==> src/assert_macros.svh <==
// Assertion macros for the tokenizer RTL.
`ifndef ASSERT_MACROS_SVH
`define ASSERT_MACROS_SVH
`ifndef SYNTHESIS
`define CSS_ASSERT(label, prop) \
  label: assert property (@(posedge clk_i) disable iff (!rst_ni) prop) \
    else $error("assertion failed");
`define CSS_ASSERT_ALWAYS(label, prop) \
  label: assert property (@(posedge clk_i) prop) \
    else $error("assertion failed");
`else
`define CSS_ASSERT(label, prop)
`define CSS_ASSERT_ALWAYS(label, prop)
`endif
`endif

==> src/css_tok_pkg.sv <==
// Types and constants shared by the style-sheet tokenizer modules.
package css_tok_pkg;

  typedef enum logic [3:0] {
    KIND_IDENT  = 4'd0,
    KIND_NUMBER = 4'd1,
    KIND_HEX    = 4'd2,
    KIND_HASH   = 4'd3,
    KIND_COLON  = 4'd4,
    KIND_SEMI   = 4'd5,
    KIND_DOT    = 4'd6,
    KIND_OPEN   = 4'd7,
    KIND_CLOSE  = 4'd8,
    KIND_AT     = 4'd9
  } tok_kind_e;

  localparam logic [7:0] CH_NUL   = 8'h00;
  localparam logic [7:0] CH_SLASH = 8'h2f;
  localparam logic [7:0] CH_STAR  = 8'h2a;
  localparam logic [7:0] CH_HASH  = 8'h23;
  localparam logic [7:0] CH_COLON = 8'h3a;
  localparam logic [7:0] CH_SEMI  = 8'h3b;
  localparam logic [7:0] CH_DOT   = 8'h2e;
  localparam logic [7:0] CH_LBRACE = 8'h7b;
  localparam logic [7:0] CH_RBRACE = 8'h7d;
  localparam logic [7:0] CH_AT    = 8'h40;
  localparam logic [7:0] CH_DASH  = 8'h2d;

  localparam int unsigned FifoDepth = 4;
  localparam int unsigned FifoPtrW  = $clog2(FifoDepth);
  localparam int unsigned FifoCntW  = $clog2(FifoDepth + 1);

  typedef struct packed {
    tok_kind_e  kind;
    logic [7:0] tbyte;
    logic       bvalid;
    logic       starts;
    logic       ends;
    logic       last;
  } tok_t;

  // Up to two token events produced by one request.
  typedef struct packed {
    logic [1:0] num;
    tok_t       first;
    tok_t       second;
  } tok_push_t;

endpackage

==> src/css_tok_scan.sv <==
// Tokenizer state and per-byte classification logic.
module css_tok_scan (
  input  logic                   clk_i,
  input  logic                   rst_ni,
  input  logic                   fire_i,
  input  logic [7:0]             text_byte_i,
  input  logic                   end_of_text_i,
  output css_tok_pkg::tok_push_t push_o
);
  import css_tok_pkg::*;

  typedef enum logic [1:0] {
    OPEN_NONE   = 2'd0,
    OPEN_IDENT  = 2'd1,
    OPEN_NUMBER = 2'd2,
    OPEN_HEX    = 2'd3
  } open_e;

  logic  in_comment_q, in_comment_d;
  logic  slash_q, slash_d;
  logic  star_q, star_d;
  logic  hash_q, hash_d;
  open_e open_q, open_d;

  logic  pre_v, main_v;
  tok_t  pre_t, main_t;
  logic  is_letter, is_digit, is_hex, cont;
  logic [7:0] b;

  function automatic tok_kind_e kind_of_open(open_e o);
    tok_kind_e k;
    case (o)
      OPEN_IDENT:  k = KIND_IDENT;
      OPEN_NUMBER: k = KIND_NUMBER;
      OPEN_HEX:    k = KIND_HEX;
      default:     k = KIND_IDENT;
    endcase
    return k;
  endfunction

  function automatic tok_t mk(tok_kind_e k, logic [7:0] c, logic v, logic s, logic e);
    tok_t t;
    t.kind   = k;
    t.tbyte  = c;
    t.bvalid = v;
    t.starts = s;
    t.ends   = e;
    t.last   = 1'b0;
    return t;
  endfunction

  assign b         = text_byte_i;
  assign is_letter = (b inside {[8'h61:8'h7a], [8'h41:8'h5a]});
  assign is_digit  = (b inside {[8'h30:8'h39]});
  assign is_hex    = is_digit || (b inside {[8'h61:8'h66], [8'h41:8'h46]});

  always_comb begin
    case (open_q)
      OPEN_IDENT:  cont = is_letter || is_digit || (b == CH_DASH);
      OPEN_NUMBER: cont = is_digit;
      OPEN_HEX:    cont = is_hex;
      default:     cont = 1'b0;
    endcase
  end

  always_comb begin
    in_comment_d = in_comment_q;
    slash_d      = slash_q;
    star_d       = star_q;
    hash_d       = hash_q;
    open_d       = open_q;
    pre_v        = 1'b0;
    main_v       = 1'b0;
    pre_t        = mk(KIND_IDENT, CH_NUL, 1'b0, 1'b0, 1'b0);
    main_t       = mk(KIND_IDENT, CH_NUL, 1'b0, 1'b0, 1'b0);

    if (end_of_text_i || (b == CH_NUL)) begin
      if (open_q != OPEN_NONE) begin
        pre_v = 1'b1;
        pre_t = mk(kind_of_open(open_q), CH_NUL, 1'b0, 1'b0, 1'b1);
      end
      if (hash_q) begin
        main_v = 1'b1;
        main_t = mk(KIND_HASH, CH_HASH, 1'b1, 1'b1, 1'b1);
      end
      in_comment_d = 1'b0;
      slash_d      = 1'b0;
      star_d       = 1'b0;
      hash_d       = 1'b0;
      open_d       = OPEN_NONE;
    end else if (in_comment_q) begin
      if (star_q && (b == CH_SLASH)) begin
        in_comment_d = 1'b0;
        star_d       = 1'b0;
      end else begin
        star_d = (b == CH_STAR);
      end
    end else if (slash_q && (b == CH_STAR)) begin
      slash_d      = 1'b0;
      in_comment_d = 1'b1;
      star_d       = 1'b0;
    end else begin
      slash_d = 1'b0;
      hash_d  = 1'b0;
      if (hash_q && is_hex) begin
        main_v = 1'b1;
        main_t = mk(KIND_HEX, b, 1'b1, 1'b1, 1'b0);
        open_d = OPEN_HEX;
      end else begin
        // A held hash implies no token is open, so at most one early event.
        if (hash_q) begin
          pre_v = 1'b1;
          pre_t = mk(KIND_HASH, CH_HASH, 1'b1, 1'b1, 1'b1);
        end
        if ((open_q != OPEN_NONE) && cont) begin
          main_v = 1'b1;
          main_t = mk(kind_of_open(open_q), b, 1'b1, 1'b0, 1'b0);
        end else begin
          if (open_q != OPEN_NONE) begin
            pre_v = 1'b1;
            pre_t = mk(kind_of_open(open_q), CH_NUL, 1'b0, 1'b0, 1'b1);
          end
          open_d = OPEN_NONE;
          case (b)
            CH_SLASH:  slash_d = 1'b1;
            CH_HASH:   hash_d = 1'b1;
            CH_COLON:  begin
              main_v = 1'b1;
              main_t = mk(KIND_COLON, b, 1'b1, 1'b1, 1'b1);
            end
            CH_SEMI:   begin
              main_v = 1'b1;
              main_t = mk(KIND_SEMI, b, 1'b1, 1'b1, 1'b1);
            end
            CH_DOT:    begin
              main_v = 1'b1;
              main_t = mk(KIND_DOT, b, 1'b1, 1'b1, 1'b1);
            end
            CH_LBRACE: begin
              main_v = 1'b1;
              main_t = mk(KIND_OPEN, b, 1'b1, 1'b1, 1'b1);
            end
            CH_RBRACE: begin
              main_v = 1'b1;
              main_t = mk(KIND_CLOSE, b, 1'b1, 1'b1, 1'b1);
            end
            CH_AT:     begin
              main_v = 1'b1;
              main_t = mk(KIND_AT, b, 1'b1, 1'b1, 1'b1);
            end
            default:   begin
              if (is_letter || (b == CH_DASH)) begin
                main_v = 1'b1;
                main_t = mk(KIND_IDENT, b, 1'b1, 1'b1, 1'b0);
                open_d = OPEN_IDENT;
              end else if (is_digit) begin
                main_v = 1'b1;
                main_t = mk(KIND_NUMBER, b, 1'b1, 1'b1, 1'b0);
                open_d = OPEN_NUMBER;
              end
            end
          endcase
        end
      end
    end
  end

  always_comb begin
    push_o.num    = {1'b0, pre_v} + {1'b0, main_v};
    push_o.first  = pre_v ? pre_t : main_t;
    push_o.second = main_t;
    if (pre_v && main_v) begin
      push_o.second.last = 1'b1;
    end else begin
      push_o.first.last = 1'b1;
    end
  end

  always_ff @(posedge clk_i or negedge rst_ni) begin
    if (!rst_ni) begin
      in_comment_q <= 1'b0;
      slash_q      <= 1'b0;
      star_q       <= 1'b0;
      hash_q       <= 1'b0;
      open_q       <= OPEN_NONE;
    end else if (fire_i) begin
      in_comment_q <= in_comment_d;
      slash_q      <= slash_d;
      star_q       <= star_d;
      hash_q       <= hash_d;
      open_q       <= open_d;
    end
  end

endmodule

==> src/css_tok_fifo.sv <==
// Result queue that takes up to two token events a cycle and emits one unless out_stall_i is set.
module css_tok_fifo (
  input  logic                                clk_i,
  input  logic                                rst_ni,
  input  logic                                push_en_i,
  input  css_tok_pkg::tok_push_t              push_i,
  input  logic                                out_stall_i,
  output logic                                out_valid_o,
  output css_tok_pkg::tok_t                   out_tok_o,
  output logic [css_tok_pkg::FifoCntW-1:0]    count_o
);
  import css_tok_pkg::*;

  tok_t                mem_q [FifoDepth];
  logic [FifoPtrW-1:0] rd_q, rd_d;
  logic [FifoPtrW-1:0] wr_q, wr_d;
  logic [FifoCntW-1:0] cnt_q, cnt_d;
  logic [FifoPtrW-1:0] wr_next;
  logic [1:0]          num;
  logic                pop;

  assign num     = push_en_i ? push_i.num : 2'd0;
  assign pop     = (cnt_q != '0) && !out_stall_i;
  assign wr_next = wr_q + FifoPtrW'(1);

  assign rd_d  = pop ? rd_q + FifoPtrW'(1) : rd_q;
  assign wr_d  = wr_q + FifoPtrW'(num);
  assign cnt_d = cnt_q + FifoCntW'(num) - FifoCntW'(pop);

  assign out_valid_o = (cnt_q != '0);
  assign out_tok_o   = mem_q[rd_q];
  assign count_o     = cnt_q;

  always_ff @(posedge clk_i or negedge rst_ni) begin
    if (!rst_ni) begin
      rd_q  <= '0;
      wr_q  <= '0;
      cnt_q <= '0;
    end else begin
      rd_q  <= rd_d;
      wr_q  <= wr_d;
      cnt_q <= cnt_d;
    end
  end

  always_ff @(posedge clk_i) begin
    if (num != 2'd0) begin
      mem_q[wr_q] <= push_i.first;
    end
    if (num == 2'd2) begin
      mem_q[wr_next] <= push_i.second;
    end
  end

endmodule

==> src/css_byte_tokenizer.sv <==
// Style-sheet byte tokenizer: input register, scan logic and result queue.
// A request accepted into the input register is scanned, and its results go into the queue.
// Throughput: one request per cycle when each causes at most one result and the output
// is not stalled; a request with two results is bounded by the one-result-per-cycle queue.
// Reset is asynchronous and active low; it clears the tokenizer state and
// empties the input register and the result queue.
`include "assert_macros.svh"
module css_byte_tokenizer (
  input  logic       clk_i,
  input  logic       rst_ni,
  input  logic       in_valid_i,
  output logic       in_stall_o,
  input  logic [7:0] text_byte_i,
  input  logic       end_of_text_i,
  output logic       out_valid_o,
  input  logic       out_stall_i,
  output logic [3:0] token_kind_o,
  output logic [7:0] token_byte_o,
  output logic       byte_valid_o,
  output logic       starts_token_o,
  output logic       ends_token_o,
  output logic       last_of_run_o
);
  import css_tok_pkg::*;

  logic                in_valid_q, in_valid_d;
  logic [7:0]          byte_q;
  logic                eot_q;
  logic                accept;
  logic                advance;
  logic                fire;
  tok_push_t           push;
  tok_t                out_tok;
  logic [FifoCntW-1:0] count;

  assign advance    = (count <= FifoCntW'(FifoDepth - 2));
  assign fire       = in_valid_q && advance;
  assign in_stall_o = in_valid_q && !advance;
  assign accept     = in_valid_i && !in_stall_o;
  assign in_valid_d = accept || (in_valid_q && !advance);

  always_ff @(posedge clk_i or negedge rst_ni) begin
    if (!rst_ni) begin
      in_valid_q <= 1'b0;
    end else begin
      in_valid_q <= in_valid_d;
    end
  end

  always_ff @(posedge clk_i) begin
    if (accept) begin
      byte_q <= text_byte_i;
      eot_q  <= end_of_text_i;
    end
  end

  css_tok_scan u_scan (
    .clk_i         (clk_i),
    .rst_ni        (rst_ni),
    .fire_i        (fire),
    .text_byte_i   (byte_q),
    .end_of_text_i (eot_q),
    .push_o        (push)
  );

  css_tok_fifo u_fifo (
    .clk_i       (clk_i),
    .rst_ni      (rst_ni),
    .push_en_i   (fire),
    .push_i      (push),
    .out_stall_i (out_stall_i),
    .out_valid_o (out_valid_o),
    .out_tok_o   (out_tok),
    .count_o     (count)
  );

  assign token_kind_o   = out_tok.kind;
  assign token_byte_o   = out_tok.tbyte;
  assign byte_valid_o   = out_tok.bvalid;
  assign starts_token_o = out_tok.starts;
  assign ends_token_o   = out_tok.ends;
  assign last_of_run_o  = out_tok.last;

  `CSS_ASSERT_ALWAYS(a_reset_quiet, !rst_ni |-> !out_valid_o && !in_stall_o)
  `CSS_ASSERT(a_fifo_bound, count <= FifoCntW'(FifoDepth))
  `CSS_ASSERT(a_stall_when_full, in_stall_o |-> count > FifoCntW'(FifoDepth - 2))
  `CSS_ASSERT(a_run_continues, out_valid_o && !out_stall_i && !last_of_run_o |=> out_valid_o)

endmodule

==> config.mk <==
export PLATFORM = sky130hd
export DESIGN_NAME = css_byte_tokenizer
export DESIGN_NICKNAME = d
export VERILOG_FILES = /design/src/css_tok_pkg.sv /design/src/css_tok_scan.sv /design/src/css_tok_fifo.sv /design/src/css_byte_tokenizer.sv
export VERILOG_INCLUDE_DIRS = /design/src /design/src/src
export SDC_FILE = /design/constraint.sdc
export NUM_CORES = 1
export LEC_CHECK = 0
export ABC_AREA = 0
export BUFFER_PORTS_ARGS = -buffer_cell sky130_fd_sc_hd__buf_2
export CAP_MARGIN = 20
export CORE_ASPECT_RATIO = 1.2
export CORE_MARGIN = 10
export CORE_UTILIZATION = 50
export DETAILED_ROUTE_END_ITERATION = 10
export PLACE_DENSITY_LB_ADDON = 0.1
export SYNTH_ARGS = -nofsm -noshare
export SYNTH_HDL_FRONTEND = slang
export SYNTH_SLANG_ARGS = --single-unit
==> constraint.sdc <==
create_clock -name clk_i -period 5.1 [get_ports clk_i]
set_input_delay 0.255 -clock clk_i [delete_from_list [all_inputs] [get_ports clk_i]]
set_output_delay 0.255 -clock clk_i [all_outputs]
set_load 0.05 [all_outputs]
### Yosys cells after proc, flatten, opt, wreduce, memory -nomap -nowiden

Memories as Yosys holds them, arrays and structs flattened.
Index checks and enable logic that the tools add are counted.

| storage, ports and cells | value |
|---|---|
| bits in registers | 23 |
| RAM bits | 64 |
| bits of input ports | 13 |
| output and inout bits | 18 |
| memories | 1 |

Memory list:

| memory | words | width | rd ports | clocked after Yosys merged registers in | write ports | RTL line | text |
|---|---|---|---|---|---|---|---|
| u_fifo.mem_q | 4 | 16 | 1 | 0 | 2 | css_tok_fifo.sv:14 | `tok_t mem_q [FifoDepth];` |

| cells by class | value |
|---|---|
| $add $sub $neg | 6 |
| magnitude comparators | 9 |
| equality and inequality tests | 17 |
| multiplexer cells | 70 |
| reductions and logical operators | 37 |

Operators with widths:

| cell | number |
|---|---|
| two-way mux 16 bit | 14 |
| case mux 16 bit (7 select lines) | 1 |
| == test 8 x 6 -> 1 bit, second input constant | 7 |
| two-way mux 1 bit | 41 |
| <= comparator 8 x 7 -> 1 bit, second input constant | 4 |
| == test 8 x 7 -> 1 bit, second input constant | 3 |
| two-way mux 2 bit | 9 |
| greater-or-equal comparator 8 x 7 -> 1 bit, second input constant | 2 |
| logical AND 1 bit | 14 |
| two-way mux 14 bit | 1 |
| two-way mux 13 bit | 1 |
| greater-or-equal comparator 8 x 6 -> 1 bit, second input constant | 1 |
| <= comparator 8 x 6 -> 1 bit, second input constant | 1 |
| zero test 8 bit | 1 |
| nonzero test 2 bit | 4 |
| OR reduction 8 bit | 1 |
| == test 2 bit, second input constant | 3 |
| logical OR 1 bit | 6 |
| nonzero test 3 bit | 2 |
| OR reduction 6 bit | 1 |
| adder 2 x 1 -> 2 bit, second input constant | 2 |
| case mux 2 bit (2 select lines) | 1 |
| AND reduction 2 bit | 2 |
| AND reduction 4 bit | 1 |
| other kinds (14) | 16 |

### Longest topological paths before layout

Gate-level depths: netlist of run 1.

| logic depth | value |
|---|---|
| depth in word-level cells | 17 |
| depth in mapped cells | 17 |

### Hierarchy

Synthesis of run 1 repeated with hierarchy kept, for this count alone.

| unflattened totals | value |
|---|---|
| cells, all modules | 388 |
| area, all modules | 5175.0 µm² |

By module, submodules not included:

| module | times used | cells an instance | area an instance (µm²) |
|---|---|---|---|
| css_tok_fifo | 1 | 202 | 3580.9 |
| css_tok_scan | 1 | 170 | 1261.2 |
| css_byte_tokenizer | 1 | 16 | 332.8 |

### Worst setup path before layout of run 1

Ideal clock, no wire load.

| path | value |
|---|---|
| path type | reg-to-reg |
| start point | reg byte_q[1] |
| end point | mem u_fifo.mem_q[1][0] in the netlist's numbering, enable pin |
| setup time | 0.413 ns |
| arrival | 3.578 ns |
| data required time | 4.687 ns |
| setup slack | 1.109 ns |
| cell stages (with the launch flop) | 12 |
| clock period less this slack | 3.991 ns |
| cell sequence | edfxtp_1 -> buf_2 -> nand3b_1 -> a2111oi_0 -> nand2b_1 -> o31ai_1 -> and2_1 -> inv_1 -> ha_1 -> nand2b_1 -> nand2_1 -> nor3b_1 |

RTL lines:

| what | RTL line | text |
|---|---|---|
| start: declaration | css_byte_tokenizer.sv:27 | `logic [7:0] byte_q;` |
| start signal: assignment | css_byte_tokenizer.sv:52 | `byte_q <= text_byte_i;` |
| end: declaration | css_tok_fifo.sv:14 |  |

==> results.txt, run 1 <==
Based on the critical path, the design can be clocked at up to 241 MHz. During I/O placement, the number of pins put on the boundary was 31. Counting every instance in the synthesized netlist gives 379. The total overflow left after global routing is 0. For the met2 routing resource usage after global routing, the log shows 26.6%. The class of the worst hold path is in -> reg. In this run the tightest slew margin relative to its limit is 38.6%.

Counting along the longest clock path gives a buffer depth of 2. Launch point of the worst hold path: text_byte_i[3]. The pin count of the biggest net entering global routing came out at 19. Summed over all nets, the switching power comes to 1.28 mW.

The filler cells instantiated in the layout total 801. Top flip-flop cell by instance count after synthesis: edfxtp_1. Tracing the worst setup path back leads to its startpoint at byte_q[1]. Sequential cells account for 37.0% of the total power.

The tools report the total clock sinks as 87. The root buffer selected by CTS is clkbuf_8. In the global route stage, met1 resource usage came out at 17.8%. Clock skew on the completed layout was measured at 0.0108 ns. The run finished with clean final reports. Smallest hold slack: 0.0652 ns. After synthesis the netlist holds a flip-flop and latch count of 87. The share of the clock period used by the worst path was 81.2%; the power per standard cell area was 585 nW/um2. The number of hold violations in the final report came out at 0.

The number of distinct standard cells referenced by the synthesized netlist was 64; the combinational power share was 45.6%. The portion of total power attributed to the clock network was 17.4%. The later-pin clock latency in the skew report came out at 0.36 ns. The post-synthesis instance area is 4600 um2. Row generation in the floorplan step produced 38 rows.

The critical path goes through nor3_2 -> o2bb2ai_1 -> o21ai_1 -> o31ai_1 -> and2_1 -> inv_1 -> ha_1 -> nand2b_1 -> nor3_1 -> and2_1 -> nor3_2 -> mux2i_1. The slowest stage of the critical path is the nor3_2 cell. Compared with the post-synthesis result, the final layout area differs by 9.47%.

Detailed placement finished with a half-perimeter wire length of 7240 um. The slew at the pin with the worst max-slew slack was 0.916 ns; the longest individual stage delay on the worst path was 0.70 ns. The run gives 0 as the number of warnings reported in the yosys synthesis log. In this run, the number of DRC markers left after iteration 0 of detailed routing was 224. The fraction of registers with async set/reset came out at 16.1%. Global routing used 15.5% of the available tracks.

The antenna violation net count after detailed routing was 0; the mean area per synthesized cell was 12.1 um2. The initial antenna violation count is 0, and the per-cell routed wire length is 19.2 um. Switching part of the total power: 43.4%. Cells fill 55.7% of the core in the end. After clock tree synthesis, the clock-pin slew on the worst setup and hold paths is 0.08 ns. The leakage dissipation was 1.82 nW. The number of global-route vias before repair is 3191, and the sum of buffers and inverters on the critical path is 1. Setup repair after global routing left no endpoint under its margin.

The routed layout has 3109 vias. After the last flow step, the layout net total stands at 427. The first TritonRoute pass finished after 4 iterations. The floorplan step set the die width to 108 um. The number of synthesized flops with an enable pin was 73; the critical path arrival was 4.22 ns. Once the floorplan was initialized, standard cells occupied 50.9% of the core.

The H-tree was split into 3 levels. Sequential cells were found to cover 55.3% of the synthesized design area. The tools report the worst supply voltage drop on vdd as 0.300 mV.

TritonCTS built the clock tree. In the routed layout, each cell is associated on average with a via count of 5.85. The logs give 9 for the CTS buffer count and 16500 um for the global-route wire length before repair. Of the cells placed in the final design, the portion with a size suffix greater than 1 is 20.2%. The run gives 0.887 as the routability congestion estimate. The final critical-path required period works out to 4.14 ns. The type of destination of the critical path is a flop.

Routing layer with the top usage in global route: met2. For the data required time of the critical path, the log shows 5.18 ns. The worst setup path is launched from a flop.

The total core area is 9030 um2. Summed over all failing endpoints, the final setup total negative slack is 0 ns. The type of the worst setup path was reg -> reg. The number of setup violations in the final report is 0. In the routed design, unresolved DRC markers number 0. The biggest fanout along the worst timing path is 17. The number of violations of the max-capacitance limit came out at 0. The tools report the post-route total power as 2.94 mW. The launch point of the worst reg-to-reg path was byte_q[1]. The overall die area was 13400 um2. The routed design has 10200 um of wire. The number of slew-limit violations in the final report is 0. Vertical die dimension: 125 um. The tools report the antenna diode instance count as 0.

In the global route stage, met3 resource usage came out at 3.03%. Internal power comes to 1.67 mW. Port buffering added 30 buffers. The kind of cell with the highest combined delay along the critical path is simple AND/OR/NAND/NOR gates.
-- stage by stage --
step	instances	setup WS [ns]	instance area [um2]
6_report	531	0.957	5030
4_1_cts	531	0.909	5030
5_1_grt	531	0.472	5030
3_3_place_gp	516	1.05	4820
3_5_place_dp	516	0.942	4820
2_1_floorplan	382	1.11	4610
-- path summary, 6_finish.rpt --
check	slack, ns	end	depth (start not counted)
worst max-delay path	0.96	u_fifo.mem_q[3][13]	12
max in group asynchronous	4.56	u_fifo.rd_q[1]	2
worst min register to register	0.50	u_fifo.count_o[2]	1
min in group asynchronous	0.31	u_scan.hash_q	2
worst min-delay path	0.07	byte_q[3]	1
worst max register to register	0.96	u_fifo.mem_q[3][13]	12
-- logic make-up (layout without fill, tap and decap cells) --
group | count (synthesis) | in the layout | synth area share, %
AND/OR/NAND/NOR | 143 | 143 | 17.3
flip-flops | 87 | 87 | 55.3
AO/OA/AOI/OAI | 84 | 84 | 11.9
buffers and inverters | 31 | 60 | 3.54
multiplexers | 20 | 20 | 8.71
XOR/XNOR | 7 | 7 | 1.33
adder cells (fa/ha/maj) | 6 | 6 | 1.80
other | 1 | 4 | 0.0816
-- registers in the layout, indices dropped and copies added, names as in the netlist --
signal	count
byte_q	8
u_scan.star_q	1
u_scan.in_comment_q	1
u_scan.hash_q	1
u_scan.slash_q	1
in_valid_q	1
u_fifo.rd_q	2
u_fifo.count_o	3
u_fifo.wr_q	2
eot_q	1
u_scan.open_q	2
u_fifo.mem_q	64
-- placed cells by master, fill, tap and decap left out, drive strengths merged, types with 9 or more instances in the layout --
master / netlist / layout
a21oi: 14 / 14
buf: 14 / 34
clkbuf: 6 / 10
dfrtp: 14 / 14
edfxtp: 73 / 73
inv: 11 / 11
mux4: 16 / 16
nand2: 34 / 34
nand2b: 13 / 13
nand3: 13 / 13
nor2: 34 / 34
nor3: 9 / 9
o21ai: 34 / 34
-- power groups by stage --
stage	clock, mW	combinational [mW]	sequential (mW)
6_report	0.512	1.34	1.09
5_1_grt	0.546	1.46	1.11
4_1_cts	0.517	1.37	1.09
3_5_place_dp	0	1.36	1.11
3_3_place_gp	0	1.35	1.10
2_1_floorplan	0	1.19	1.00
-- Yosys cell counts (4+ instances only) --
cell / instances / area (um2)
nand4_1: 7 / 43.8
mux2i_1: 4 / 40.0
clkbuf_1: 6 / 22.5
a21oi_1: 14 / 70.1
buf_6: 5 / 56.3
xor2_1: 4 / 35.0
o21ai_1: 16 / 80.1
and2_1: 7 / 43.8
a31oi_1: 5 / 31.3
nor2_1: 34 / 128
nand2_1: 34 / 128
o21ai_0: 17 / 85.1
dfrtp_1: 14 / 350
mux4_2: 16 / 360
inv_1: 11 / 41.3
nand3_1: 12 / 60.1
buf_2: 7 / 35.0
edfxtp_1: 73 / 2190
and3_1: 5 / 31.3
nand2b_1: 13 / 81.3
ha_1: 5 / 62.6
nor2b_1: 6 / 37.5
-- final cells by class --
class / count / area, um2 / share of cell area (%)
Multi-Input combinational cell: 264 / 1910 / 37.9
Timing Repair Buffer: 35 / 190 / 3.78
Clock buffer: 10 / 128 / 2.54
Clock inverter: 4 / 72.6 / 1.44
Sequential cell: 87 / 2540 / 50.5
Inverter: 11 / 41.3 / 0.821
Tap cell: 120 / 150 / 2.98
-- routing by layer --
metal	up-vias	share of wire, %
li1	1487	-
met1	1520	40
met2	80	52
met3	22	5.1
met4	0	2.7
met5	-	0
-- what timing repair did --
| action | CTS | global route |
|---|---|---|
| hold buffers | 1 | 0 |
| setup endpoints to repair | 0 | 0 |
| buffers inserted | 0 | 0 |
| hold endpoints to repair | 14 | 0 |
| resized for setup | 0 | 0 |
No activity file was read; power rests on OpenSTA's default activity.
==> run 2: changes to the inputs <==
--- a/config.mk
+++ b/config.mk
@@ -6,7 +6,7 @@
 export SDC_FILE = /design/constraint.sdc
 export NUM_CORES = 1
 export LEC_CHECK = 0
-export ABC_AREA = 0
+export ABC_AREA = 1
 export BUFFER_PORTS_ARGS = -buffer_cell sky130_fd_sc_hd__buf_2
 export CAP_MARGIN = 20
 export CORE_ASPECT_RATIO = 1.2
==> constraint.sdc (replaced) <==
create_clock -name clk_i -period 3.7 [get_ports clk_i]
set_input_delay 0.185 -clock clk_i [delete_from_list [all_inputs] [get_ports clk_i]]
set_output_delay 0.185 -clock clk_i [all_outputs]
set_load 0.05 [all_outputs]
==> results.txt, run 2 <==
The flow ran to the end, and the final reports show no timing, DRC or antenna violations. Synthesis produced a netlist whose cell count is 527. The first detailed-routing pass ran for 5 iterations. The first routing iteration left 172 violations.

The mean area per synthesized cell was 8.85 um2. TritonCTS created 9 clock buffers. Number of flip-flops under the largest register name: 64. The clock-pin slew of the registers on the worst-case setup and hold paths came out at 0.08 ns. Entering global routing, the biggest net connects 36 pins. Clock tree synthesis selected as its root buffer the cell clkbuf_8.

In this run the tightest slew margin relative to its limit is 37.1%. Later-pin clock latency in the skew report: 0.37 ns. The run gives 0 as the initial antenna violation count.

The critical path in this run is classified as reg -> reg. For the number of distinct standard cells referenced by the synthesized netlist, the log shows 34. The type of origin of the critical path was a flop. The fraction of final layout cells with drive strength greater than 1 was 15.9%; the total core area was 9080 um2.

By count the netlist is led by nand2_1 (147), nor2_1 (87), edfxtp_1 (73). Depth of the worst register-to-register path: 15. Measured on the finished design, the core utilization comes to 59.1%. The signal on the critical path passes through inv_2 -> nand2_1 -> nor2_2 -> a21oi_4 -> inv_1 -> nand2_1 -> nand2_8 -> ha_1 -> nand2_1 -> nor2_1 -> inv_1 -> nor2_1 -> inv_1 -> o21ai_1 -> buf_4. In this run the worst path has a maximum fanout of 10. Wire length reported by the detailed router: 11300 um.

The startpoint identified for the worst hold timing path is in_valid_i. Along the worst hold path, the cell count comes to 3. After detailed routing, the number of vias per cell comes to 5.27.

The cell count after placement was 681. For this run, the slowest stage of the critical path takes 0.50 ns. The first global-routing pass estimated 18200 um of wire. The startpoint identified for the worst register-to-register timing path is byte_q[2].

STA puts the critical path data arrival time at 3.54 ns. Total routing resource utilization after global routing: 17.1%. During I/O placement, the number of pins put on the boundary was 31. The most used flip-flop cell after synthesis is edfxtp_1. The number of violations of the max-capacitance limit was 0. The logs give 3595 for the number of global-route vias before repair and 288 MHz for the achievable clock frequency.

The global-route congestion overflow total was 0. The smallest hold slack was 0.0183 ns; the per-cell routed wire length was 16.0 um. The routed design could run at a clock period as short as 3.47 ns. From synthesis to final layout, the design area changed by 15.0%.

Share of the yosys chip area belonging to registers: 54.5%. The die width came out at 108 um. The initial utilization of the core area, before any placement, comes to 51.4%. The synthesized design contains 73 enable-type register cells. The tools report the data required time of the critical path as 3.77 ns.

The slew at the pin with the worst max-slew slack was 0.942 ns. During placement, the flow inserted port buffers numbering 30. The run gives 4660 um2 as the post-synthesis instance area. 0 antenna diodes ended up in the layout. Power spread over the standard cell area amounts to 805 nW/um2. The via count was 3749; the vertical die dimension was 126 um. The slowest stage of the critical path belongs to the cell edfxtp_1. The number of hold violations in the final report was 0.

In this run the deepest clock path goes through 2 buffers. The number of warnings reported in the yosys synthesis log is 0. The H-tree was split into 3 levels. The detail route stage leaves a number of antenna-violating nets equal to 0. Setup violations remaining at the end of the flow were counted as 0. The logs give 13600 um2 for the overall die area and 605 for the final net count. Leaving out fill and tap cells, the most frequent cell in the layout is nand2_1. In the layout the commonest cells are nand2_1 (147), nor2_1 (86), edfxtp_1 (73). The tree built by TritonCTS fans out to 87 sinks. The post-detailed-placement half-perimeter wirelength is 8380 um. TritonCTS built the clock tree. After the flow finishes, the layout carries non-filler instances totaling 711. Most frequent cell after synthesis: nand2_1. In the synthesized netlist the async set-or-reset flop fraction comes to 16.1%. Biggest area consumer among synthesized cells: edfxtp_1. STA classifies the critical path endpoint as a flop. Register ranked first by flip-flop count: u_fifo.mem_q. The end point of the worst hold path was in_valid_q. For this run, design rule violations remaining after detail routing come to 0.

Total power for the finished layout comes to 4.32 mW. The congestion estimate from routability-driven global placement came to 0.918. Class of the worst hold path: in -> reg. Clock skew on the completed layout was measured at 0.0156 ns. The number of slew-limit violations in the final report came out at 0. The worst reg-to-reg setup slack was 0.23 ns; the number of filler cells placed in the layout was 834. The end of the worst register-to-register path was u_fifo.mem_q[2][5]. Across the VDD grid, the largest voltage drop is 0.430 mV. The run gives 2.34 nW as the leakage dissipation.

After synthesis, the largest area contributor takes up 47.0% of total cell area. After synthesis the netlist holds a flip-flop and latch count of 87. By area the synthesized netlist is led by edfxtp_1 (47%), nand2_1 (12%), dfrtp_1 (7.5%).

The share of the clock period used by the worst path works out to 93.8%. For the cell row count, the log shows 38.
run 2: cell count changes after synthesis, sizes merged, moves of 13 or more:
cell    delta
buf       -14
nand2    +120
nor2      +58
nand2b    -13
o22ai     +13
o21ai     +13
inv       +46
mux4      -16
run 2: logic make-up after synthesis:
logic type                 count (synthesis)  synth area share [%]
and+or+nand+nor                          278                  26.4
DFF                                       87                  54.5
AOI/OAI and AO/OA                         83                  10.7
buffers and inverters                     66                  5.37
xor gates and xnor gates                   6                  1.13
adders and majority gates                  6                  1.77
other                                      1                0.0804
run 2: layer usage:
layer	part of all wire, %	track usage (%)
met1	41	20.1
met2	50	28.6
met4	3.6	8.27
met5	0	0
met3	6.0	3.88
run 2: worst max-delay path: cells and delay by family, from the launching register on:
kind / cells / cell delay [ns]
adder cells (fa/ha/maj): 1 / 0.29
buffers and inverters: 5 / 0.76
flip-flops: 1 / 0.50
AND/OR/NAND/NOR: 7 / 1.36
AO/OA/AOI/OAI: 2 / 0.26
run 2: per-stage QoR:
| step | area [um2] | worst slack, ns | TNS (ns) |
|---|---|---|---|
| final | 5360 | 0.231 | 0 |
| after global routing | 5360 | -0.00193 | -0.00798 |
| after CTS | 5320 | 0.144 | 0 |
| after detailed placement | 5020 | 0.159 | 0 |
| after global placement | 5020 | 0.153 | 0 |
| after floorplan | 4670 | 0.160 | 0 |
run 2: layout make-up:
| type | count | area (um2) | area share (%) |
|---|---|---|---|
| multi-input cells | 377 | 1890 | 35.3 |
| inverters | 57 | 216 | 4.04 |
| repair buffers | 54 | 359 | 6.69 |
| clock buffers | 13 | 160 | 2.99 |
| flip-flops and latches | 87 | 2540 | 47.4 |
| clock inverters | 3 | 43.8 | 0.816 |
| well taps | 120 | 150 | 2.80 |
run 2: timing repair:
item | CTS | global route
hold endpoints to repair | 23 | 0
gates resized for setup | 0 | 4
hold buffers | 10 | 0
setup buffers | 0 | 4
setup endpoints to repair | 0 | 78
run 2: how the worst max path moves through the flow:
| stage | startpoint | end | slack, ns |
|---|---|---|---|
| after floorplan | byte_q[2] | u_fifo.mem_q[0][0] | 0.16 |
| after global placement | byte_q[2] | u_fifo.mem_q[1][4] | 0.15 |
| after detailed placement | byte_q[2] | u_fifo.mem_q[1][4] | 0.16 |
| after CTS | byte_q[2] | u_fifo.count_o[2] | 0.14 |
| after global routing | byte_q[2] | u_fifo.mem_q[1][3] | -0.002 |
| final | byte_q[2] | u_fifo.mem_q[2][5] | 0.23 |
run 2: report_power, final:
| part | internal, mW | switching [mW] | leakage (nW) | total [mW] |
|---|---|---|---|---|
| sequential | 1.31 | 0.110 | 0.843 | 1.42 |
| combinational | 0.571 | 1.64 | 1.39 | 2.21 |
| clock | 0.354 | 0.335 | 0.103 | 0.689 |
==> run 3: changes to the inputs <==
==> constraint.sdc (replaced) <==
create_clock -name clk_i -period 3.7 [get_ports clk_i]
set_input_delay 0.37 -clock clk_i [delete_from_list [all_inputs] [get_ports clk_i]]
set_output_delay 0.37 -clock clk_i [all_outputs]
set_load 0.05 [all_outputs]
==> results.txt, run 3 (synthesized netlist as in run 2, its figures left out) <==
The flow ran to the end, and the final reports show no timing, DRC or antenna violations. The effective utilization at floorplan came out at 51.4%. The run gives 38 as the cell row count. In this run the static leakage power is 2.30 nW. The final critical-path required period is 3.47 ns, and the cell count after placement is 681.

The worst setup path is launched from a flop. Smallest hold slack: 0.174 ns. The smallest setup slack after layout is 0.229 ns, and the sum of buffers and inverters on the critical path is 5. The tool flagged a number of max-cap violations equal to 0.

The longest individual stage delay on the worst path is 0.50 ns. The slowest stage of the critical path is the edfxtp_1 cell. The number of global-route vias before repair came out at 3532.

For this run, the total global-route usage over all layers was measured as 16.9%. For the worst setup path, the data required time is 3.77 ns. From synthesis to final layout, the design area changed by 13.1%.

The pin count of the biggest net entering global routing was 36; the number of flip-flops under the largest register name was 64. Of the available clock period, the critical path in the final layout requires 93.8%. The total area inside the core boundary comes to 9080 um2. Summed over all layers, the routed wires come to 11300 um. TritonCTS built the clock tree. The final net count came out at 596. The worst hold path belongs to the class in -> reg.

Measured along the y axis, the die boundary spans 126 um. The tools report the worst reg-to-reg setup slack as 0.23 ns. The register ranked first by flip-flop count was u_fifo.mem_q. After detailed routing, the average wire length per cell comes to 16.1 um. Setup violations remaining at the end of the flow were counted as 0. Of all nets on the critical path, the largest fanout is 10. The later-pin clock latency in the skew report is 0.37 ns, and the global-route wire length before repair is 18000 um. The tools report the via count as 3707.

The DRC marker count from the first detailed-route iteration came out at 181. The type of destination of the critical path is a flop. The run gives 0 as the number of slew-limit violations in the final report.

Leaving out fill and tap cells, the most frequent cells in the layout are nand2_1 (147), nor2_1 (86), edfxtp_1 (73). Power spread over the standard cell area amounts to 818 nW/um2. From left edge to right edge, the die measures 108 um.

The count of buffers added on input and output ports is 30. At the worst endpoint, the arrival time is 3.54 ns. The initial antenna violation count was 0. Timing would allow up to 288 MHz. The wire-length estimate of the detail-placed layout is 8380 um. The critical path is of the reg -> reg type. After detailed routing, the number of remaining DRC violations is 0. Global routing finished with a remaining overflow of 0. Cells with a size suffix above 1 make up 16.2% of the layout.

Number of ports placed on the die boundary: 31. The tree is rooted in a clkbuf_8. The routability congestion estimate was 0.918. Walking the worst path, the cells encountered are inv_2 -> nand2_1 -> nor2_2 -> a21oi_4 -> inv_1 -> nand2_1 -> nand2_8 -> ha_1 -> nand2_1 -> nor2_1 -> inv_1 -> nor2_1 -> inv_1 -> o21ai_1 -> buf_4. The post-route total power was 4.31 mW. The antenna diode instance count is 0, and the clock-pin slew of the registers on the worst-case setup and hold paths is 0.08 ns.

The slew at the pin with the worst max-slew slack came out at 0.937 ns. The worst slack at placement is 0.159 ns, and the CTS buffer count is 9. The clock arrives with 0.0142 ns of skew. Excluding fillers, the count of instances in the completed layout stands at 702.

Broken down by cell family, the worst path's largest delay share belongs to simple AND/OR/NAND/NOR gates. The tools report the worst supply voltage drop on vdd as 0.431 mV. In the routed layout, each cell is associated on average with a via count of 5.28. The leading cell type in the layout, fill and taps excluded was nand2_1. The H-tree was split into 3 levels. The total clock sinks is 87, and the number of hold violations in the final report is 0. The floorplan step defined a die boundary enclosing 13600 um2. The first TritonRoute pass finished after 4 iterations. Antenna violation net count after detailed routing: 0.

The run gives 37.5% as the relative max-transition margin. The clock passes through at most 2 buffers.
run 3: cell count changes in the layout (fill, tap and decap cells not counted):
cell and change:
dlygate4sd3_1 -9
run 3: final timing paths:
check | start | endpoint | cells past startpoint
hold reg to reg | in_valid_q | in_valid_q | 2
setup reg to reg | byte_q[2] | u_fifo.mem_q[2][5] | 15
hold / removal | text_byte_i[6] | byte_q[6] | 1
setup / recovery | byte_q[2] | u_fifo.mem_q[2][5] | 15
min in group asynchronous | rst_ni | u_fifo.count_o[0] | 2
max in group asynchronous | rst_ni | u_fifo.wr_q[0] | 2
run 3: worst register-to-register path: cells and delay by family (launching register included):
kind	cells	cell delay, ns
compound gates	2	0.27
fa+ha+maj	1	0.29
buf+inv	5	0.77
flops	1	0.50
simple gates	7	1.35
run 3: per-stage QoR:
step | util [%] | cell area (um2) | setup TNS [ns]
after floorplan | - | 4670 | 0
after global placement | 55.2 | 5020 | 0
after detailed placement | 55.2 | 5020 | 0
after CTS | 57.6 | 5230 | 0
after global routing | 58.1 | 5270 | -0.0164
final | 58.1 | 5270 | 0
run 3: area by class of cell:
cell class | count | area (um2)
fillers | 847 | 3810
flip-flops and latches | 87 | 2540
inverters | 57 | 216
well taps | 120 | 150
multi-input cells | 377 | 1890
repair buffers | 45 | 269
clock inverters | 3 | 43.8
clock buffers | 13 | 160
run 3: timing repair:
item,CTS,global route
gates resized for setup,0,4
setup buffers,0,4
setup endpoints to repair,0,78
hold buffers,1,0
endpoints found under the hold margin,14,0
run 3: per-layer routing:
layer  track usage (%)  up-vias  share of wire, %
met1              19.9     1729                41
li1                  -     1844                 -
met2              28.3      107                50
met3              3.78       27               5.1
met5                 0        -                 0
met4              8.27        0               3.6
run 3: power by group:
group / switching [mW] / total, mW / internal [mW]
sequential: 0.111 / 1.42 / 1.31
clock: 0.332 / 0.687 / 0.354
combinational: 1.64 / 2.20 / 0.565
total: 2.08 / 4.31 / 2.23
